### src/rtl/raster_fill_engine_top_macros.svh
// Assertion macros used by the fill engine datapath.
`ifndef RASTER_FILL_ENGINE_TOP_MACROS_SVH
`define RASTER_FILL_ENGINE_TOP_MACROS_SVH

// Consequent must hold in the same cycle as the antecedent.
`define RFE_ASSERT_NOW(lbl, ant, con, msg) \
   lbl: assert property (@(posedge clock) disable iff (reset) (ant) |-> (con)) else $error(msg);

// Consequent must hold in the cycle after the antecedent.
`define RFE_ASSERT_NEXT(lbl, ant, con, msg) \
   lbl: assert property (@(posedge clock) disable iff (reset) (ant) |=> (con)) else $error(msg);

`endif

### src/rtl/rfe_pkg.sv
// Shared types and constants of the raster fill engine.
`default_nettype none
package rfe_pkg;

   localparam int DEF_MAX_WIDTH  = 64;
   localparam int DEF_MAX_HEIGHT = 64;

   localparam int OP_W      = 3;
   localparam int CRD_W     = 12;
   localparam int SIZE_W    = 11;
   localparam int COLOR_W   = 32;
   localparam int CSR_W     = 7;
   localparam int CSR_IDX_W = 1;
   localparam int SC_W      = 14;               // signed shape coordinate
   localparam int CH_W      = 8;
   localparam int NUM_CH    = 4;
   localparam int NUM_W     = CH_W + SIZE_W;    // gradient numerator
   localparam int SQ_W      = 2 * SIZE_W;
   localparam int PROD_W    = 2 * SQ_W;
   localparam int DIV_CNT_W = $clog2(NUM_W + 1);

   localparam logic [CSR_W-1:0] SURFACE_RESET = CSR_W'(64);

   typedef enum logic [OP_W-1:0] {
      OP_CLEAR    = 3'd0,
      OP_RECT     = 3'd1,
      OP_ROUND    = 3'd2,
      OP_ELLIPSE  = 3'd3,
      OP_STROKE   = 3'd4,
      OP_GRADIENT = 3'd5,
      OP_READ     = 3'd6
   } op_type;

   typedef enum logic [CSR_IDX_W-1:0] {
      CSR_SURFACE_WIDTH  = 1'b0,
      CSR_SURFACE_HEIGHT = 1'b1
   } csr_type;

   typedef enum logic [1:0] {
      BAR_TOP, BAR_BOTTOM, BAR_LEFT, BAR_RIGHT
   } bar_type;

   typedef enum logic [3:0] {
      S_INIT, S_IDLE, S_CLEAR, S_SETUP, S_CLIP, S_PRE1, S_PRE2,
      S_ROW_A, S_ROW_B, S_DIV, S_PIX_A, S_PIX_B, S_PIX_W, S_READ, S_RDLOAD
   } state_type;

   typedef struct packed {
      op_type  op;
      bar_type bar;
      logic    capture;
      logic    clr_start;
      logic    clr_step;
      logic    clr_zero;
      logic    box_load;
      logic    clip_load;
      logic    pre1;
      logic    pre2;
      logic    row_a;
      logic    row_b;
      logic    div_start;
      logic    pix_a;
      logic    pix_b;
      logic    pix_w;
      logic    rd_issue;
      logic    rsp_load;
   } cmd_type;

   typedef struct packed {
      logic clr_last;
      logic box_empty;
      logic last_col;
      logic last_row;
      logic div_busy;
      logic rsp_busy;
   } status_type;

endpackage
`default_nettype wire

### src/rtl/rfe_ctrl.sv
// Command sequencer of the raster fill engine.
`default_nettype none
module rfe_ctrl (
   input  wire logic                    clock,
   input  wire logic                    reset,
   input  wire logic                    req_valid,
   output logic                         req_ready,
   input  wire logic [rfe_pkg::OP_W-1:0] req_operation,
   input  wire rfe_pkg::status_type      status,
   output rfe_pkg::cmd_type             cmd
);
   import rfe_pkg::*;

   state_type state_ff, state_in;
   op_type    op_ff, op_in;
   bar_type   bar_ff, bar_in;
   logic      shaped;

   always_ff @(posedge clock) begin
      if (reset) begin
         state_ff <= S_INIT;
         op_ff    <= OP_CLEAR;
         bar_ff   <= BAR_TOP;
      end else begin
         state_ff <= state_in;
         op_ff    <= op_in;
         bar_ff   <= bar_in;
      end
   end

   always_comb begin
      cmd       = '0;
      cmd.op    = op_ff;
      cmd.bar   = bar_ff;
      state_in  = state_ff;
      op_in     = op_ff;
      bar_in    = bar_ff;
      req_ready = 1'b0;
      shaped    = (op_ff == OP_ROUND) || (op_ff == OP_ELLIPSE);
      case (state_ff)
         S_INIT: begin
            cmd.clr_step = 1'b1;
            cmd.clr_zero = 1'b1;
            if (status.clr_last) state_in = S_IDLE;
         end
         S_IDLE: begin
            req_ready = 1'b1;
            if (req_valid) begin
               cmd.capture   = 1'b1;
               cmd.clr_start = 1'b1;
               op_in         = op_type'(req_operation);
               bar_in        = BAR_TOP;
               case (req_operation) inside
                  OP_CLEAR:                 state_in = S_CLEAR;
                  [OP_RECT:OP_GRADIENT]:    state_in = S_SETUP;
                  OP_READ:                  state_in = S_READ;
                  default:                  state_in = S_IDLE;
               endcase
            end
         end
         S_CLEAR: begin
            cmd.clr_step = 1'b1;
            if (status.clr_last) state_in = S_IDLE;
         end
         S_SETUP: begin
            cmd.box_load = 1'b1;
            state_in     = S_CLIP;
         end
         S_CLIP: begin
            cmd.clip_load = 1'b1;
            if (status.box_empty) begin
               if (op_ff == OP_STROKE && bar_ff != BAR_RIGHT) begin
                  bar_in   = bar_type'(bar_ff + 2'd1);
                  state_in = S_SETUP;
               end else begin
                  state_in = S_IDLE;
               end
            end else begin
               state_in = shaped ? S_PRE1 : S_ROW_A;
            end
         end
         S_PRE1: begin
            cmd.pre1 = 1'b1;
            state_in = S_PRE2;
         end
         S_PRE2: begin
            cmd.pre2 = 1'b1;
            state_in = S_ROW_A;
         end
         S_ROW_A: begin
            cmd.row_a = 1'b1;
            state_in  = S_ROW_B;
         end
         S_ROW_B: begin
            cmd.row_b = 1'b1;
            if (op_ff == OP_GRADIENT) begin
               cmd.div_start = 1'b1;
               state_in      = S_DIV;
            end else begin
               state_in = shaped ? S_PIX_A : S_PIX_W;
            end
         end
         S_DIV: begin
            if (!status.div_busy) state_in = S_PIX_W;
         end
         S_PIX_A: begin
            cmd.pix_a = 1'b1;
            state_in  = (op_ff == OP_ELLIPSE) ? S_PIX_B : S_PIX_W;
         end
         S_PIX_B: begin
            cmd.pix_b = 1'b1;
            state_in  = S_PIX_W;
         end
         S_PIX_W: begin
            cmd.pix_w = 1'b1;
            if (status.last_col && status.last_row) begin
               if (op_ff == OP_STROKE && bar_ff != BAR_RIGHT) begin
                  bar_in   = bar_type'(bar_ff + 2'd1);
                  state_in = S_SETUP;
               end else begin
                  state_in = S_IDLE;
               end
            end else if (status.last_col) begin
               state_in = S_ROW_A;
            end else begin
               state_in = shaped ? S_PIX_A : S_PIX_W;
            end
         end
         S_READ: begin
            cmd.rd_issue = 1'b1;
            state_in     = S_RDLOAD;
         end
         S_RDLOAD: begin
            if (!status.rsp_busy) begin
               cmd.rsp_load = 1'b1;
               state_in     = S_IDLE;
            end
         end
         default: state_in = S_IDLE;
      endcase
   end

endmodule
`default_nettype wire

### config.mk
export PLATFORM = sky130hd
export DESIGN_NAME = rfe_ctrl
export DESIGN_NICKNAME = d
export VERILOG_FILES = /design/src/rtl/raster_fill_engine_top_macros.svh /design/src/rtl/rfe_pkg.sv /design/src/rtl/rfe_ctrl.sv
export SDC_FILE = /design/constraint.sdc
export NUM_CORES = 1
export LEC_CHECK = 0
export ABC_CLOCK_PERIOD_IN_PS = 4400
export BUFFER_PORTS_ARGS = -buffer_cell sky130_fd_sc_hd__clkbuf_2
export CAP_MARGIN = 20
export CORE_UTILIZATION = 35
export DETAILED_ROUTE_END_ITERATION = 6
export GPL_TIMING_DRIVEN = 0
export REMOVE_ABC_BUFFERS = 1
export SETUP_SLACK_MARGIN = 0.05
export SLEW_MARGIN = 30
export SYNTH_ARGS = -nofsm -noshare
export SYNTH_HDL_FRONTEND = slang
export SYNTH_SLANG_ARGS = --single-unit
### constraint.sdc
create_clock -name clock -period 4.4 [get_ports clock]
set_clock_uncertainty 0.05 [all_clocks]
set_input_delay 0.66 -clock clock [delete_from_list [all_inputs] [get_ports clock]]
set_output_delay 0.66 -clock clock [all_outputs]
set_load 0.02 [all_outputs]
==> results.py <==
metrics = {
    "final_layout": {
        "final_cell_mix": "clkbuf_2 (33), nand2_1 (10), a21oi_1 (10), dfxtp_1 (9), nor2_1 (8)",
        "drive_above_1_share_pct": 29.66,
        "final_common_cell": "clkbuf_2",
        "nFillCells": 231,
        "syn_to_final_growth_pct": 21.07,
        "nNetsFinal": 159,
        "final_area_sq_um": 1050,
        "antenna_cells": 0,
    },
    "sta": {
        "fin_crit_sh_pct": 61.23,
        "worst_pin_slew_ns": 0.7503,
        "grt_setup_unrepaired": "no",
        "hold_viol": 0,
        "tns_ns": 0,
        "report.final.slew_viol_count": 0,
        "setup-violations-final": 0,
        "fmax_mhz": 371.2,
        "max_slew_margin_pct": 49.91,
        "fin_crit_ns": 2.694,
    },
    "route": {
        "vias": 1027,
        "drtPass1Iterations": 4,
        "wl_per_cell_um": 14.16,
        "drt_wl_total_mm": 2.449,
        "routed_via_density": 5.936,
        "dr.first_iter.drc_count": 32,
        "drcViolationCount": 0,
        "postRouteAntennaNets": 0,
    },
    "status": {
        "status": "complete, no violations",
    },
    "clock_network": {
        "cts_buffers": 3,
        "clkLatencyLatePin_ns": 0.26,
        "cts_tree": "done",
        "post_cts_resized": 0,
        "clockBufferDepth": 2,
        "cts_setup_buffers": 0,
        "cts_root_buf": "clkbuf_4",
        "cts_sinks": 9,
        "clk_pin_slew_worst_paths_ns": 0.06,
        "htree_levels": 1,
        "hold_buffers": 0,
    },
    "critical_path": {
        "worst-path-max-fanout": 20,
        "arrival_ns": 1.98,
        "crit_path_start_kind": "flop",
        "r2r_end": "bar_ff[1]",
        "reg2reg_from": "state_ff[2]",
        "cp_top_family": "flip-flops",
        "crit_required_ns": 3.69,
        "worstPathBufferInverterCount": 2,
        "end_kind": "primary output",
        "reg2reg_setup_slack_ns": 2.16,
        "crit_path_max_incr_delay_ns": 0.75,
        "cp_slowest_cell": "dfxtp_1",
        "path_cells": "or4b_2 > inv_1 > clkbuf_2",
        "path_class": "reg2out",
        "rr_worst_depth": 4,
    },
    "run": {
        "maxCapViolCount": 0,
    },
    "place": {
        "hpwl_mm": 1.806,
        "post_dp_cell_area_sq_um": 1023,
        "place.gp.congestion": 0.8246,
        "portBuffers": 33,
    },
    "grt": {
        "grt_overflow": 0,
        "grt.total_usage_pct": 19.17,
        "antenna_found_initial": 0,
        "grt_start_max_net_pins": 23,
        "grt_pass1_vias": 828,
        "grt_pass1_wl_mm": 3.877,
    },
    "yosys": {
        "synthArstFlopShare_pct": 0,
        "yosysUniqueCellTypes": 45,
        "syn_avg_cell_area_sq_um": 7.411,
        "yosys_warnings": 0,
        "synth_edf_count": 0,
        "synth_cells": 117,
        "synth_area_sq_um": 867.1,
        "ys_seq_area_share_pct": 20.78,
        "ys_ff_latch": 9,
        "synth_ff_type": "dfxtp_1",
    },
    "floorplan": {
        "fp-row-count": 17,
        "coreArea_sq_um": 2276,
        "start_util_pct": 38.10,
        "die-width_um": 51.78,
        "fp.dieArea_sq_um": 2681,
        "io-pin-count": 34,
        "die_h_um": 51.78,
    },
    "power": {
        "power_density_nw_per_um2": 195.3,
        "p_leak_nw": 0.4314,
        "ir_drop_mv": 0.1240,
    },
    "min_path": {
        "hold_path_class": "reg2reg",
        "min_path_cells": 2,
        "worstHoldStart": "bar_ff[1]",
        "hold_end": "bar_ff[1]",
    },
}
==> sequential cells by signal, summed over array words and instances, names as in the netlist <==
| name | count |
|---|---|
| bar_ff | 2 |
| op_ff | 3 |
| state_ff | 4 |
==> layout make-up <==
| class | instances | area, sq um | share of cell area (%) |
|---|---|---|---|
| tap | 28 | 35.03 | 3.337 |
| sequential | 9 | 180.2 | 17.16 |
| timing repair buffer | 33 | 165.2 | 15.73 |
| multi-input combinational | 92 | 616.8 | 58.76 |
| clock buffer | 4 | 26.28 | 2.503 |
| inverter | 7 | 26.28 | 2.503 |
==> cell families after synthesis <==
logic type                 synth area share, %
DFF                                      20.78
AOI/OAI and AO/OA                        31.32
adders and majority gates                1.443
buffers and inverters                    8.081
and+or+nand+nor                          38.39
==> metal layers <==
layer  GRT usage [%]  wire, um  up-vias
li1                -         -      501
met1           25.84      1106      478
met5               0         0        -
met3           1.754       138        4
met4           6.757        32        0
met2           31.60      1171       44
==> Yosys cell counts (2+ instances only) <==
| cell type | n | area (sq um) |
|---|---|---|
| buf_4 | 2 | 15.01 |
| nand2_1 | 10 | 37.54 |
| dfxtp_1 | 9 | 180.2 |
| a211oi_1 | 2 | 15.01 |
| nand2b_1 | 6 | 37.54 |
| nor2b_1 | 2 | 12.51 |
| nor2_1 | 8 | 30.03 |
| buf_2 | 2 | 10.01 |
| a311oi_1 | 4 | 35.03 |
| o21ai_0 | 5 | 25.02 |
| nand4_1 | 3 | 18.77 |
| buf_1 | 2 | 7.510 |
| a221oi_1 | 2 | 17.52 |
| nand3_1 | 5 | 25.02 |
| a21oi_1 | 10 | 50.05 |
| clkbuf_1 | 3 | 11.26 |
| nor3_1 | 3 | 15.01 |
| inv_1 | 7 | 26.28 |
| nand3b_1 | 3 | 22.52 |
| nor4bb_1 | 2 | 20.02 |
| o32ai_1 | 2 | 17.52 |
| nor4_1 | 2 | 12.51 |
==> stage by stage <==
step / setup slack, ns / hold slack [ns] / util (%) / power [W] / std cells
6_report: 1.706 / 0.4554 / 46.12 / 0.0002050 / 173
5_1_grt: 1.558 / 0.5028 / 46.12 / 0.0002166 / 173
4_1_cts: 1.729 / 0.4510 / 46.12 / 0.0002071 / 173
3_5_place_dp: 2.019 / 0.4412 / 44.97 / 0.0001402 / 169
3_3_place_gp: 2.022 / 0.4310 / 44.97 / 0.0001397 / 169
2_1_floorplan: 2.077 / 0.5091 / - / 0.0001199 / 108
==> power breakdown <==
group	internal, W	leakage, nW	switching (W)	total [W]
registers	0.0000837	0.0730	0.00000759	0.0000913
logic	0.0000198	0.343	0.0000278	0.0000476
clock network	0.0000350	0.0150	0.0000311	0.0000661
total	0.000139	0.431	0.0000665	0.000205
==> how the worst max path moves through the flow <==
stage	slack, ns	cells past startpoint	from	endpoint
final	1.71	3	state_ff[2]	cmd[10]
after global routing	1.56	4	state_ff[0]	cmd[14]
after CTS	1.73	3	state_ff[2]	cmd[10]
after detailed placement	2.02	3	state_ff[2]	cmd[10]
after global placement	2.02	3	state_ff[2]	cmd[10]
after floorplan	2.08	3	state_ff[0]	cmd[14]
==> worst register-to-register path: stages, from the launching register on <==
cell and delay [ns]:
dfxtp_1 0.75, or3b_1 0.48, o2bb2a_4 0.25, or4b_1 0.50
a21oi_1 0.15
Note: power is estimated with default switching activity, not from simulation.
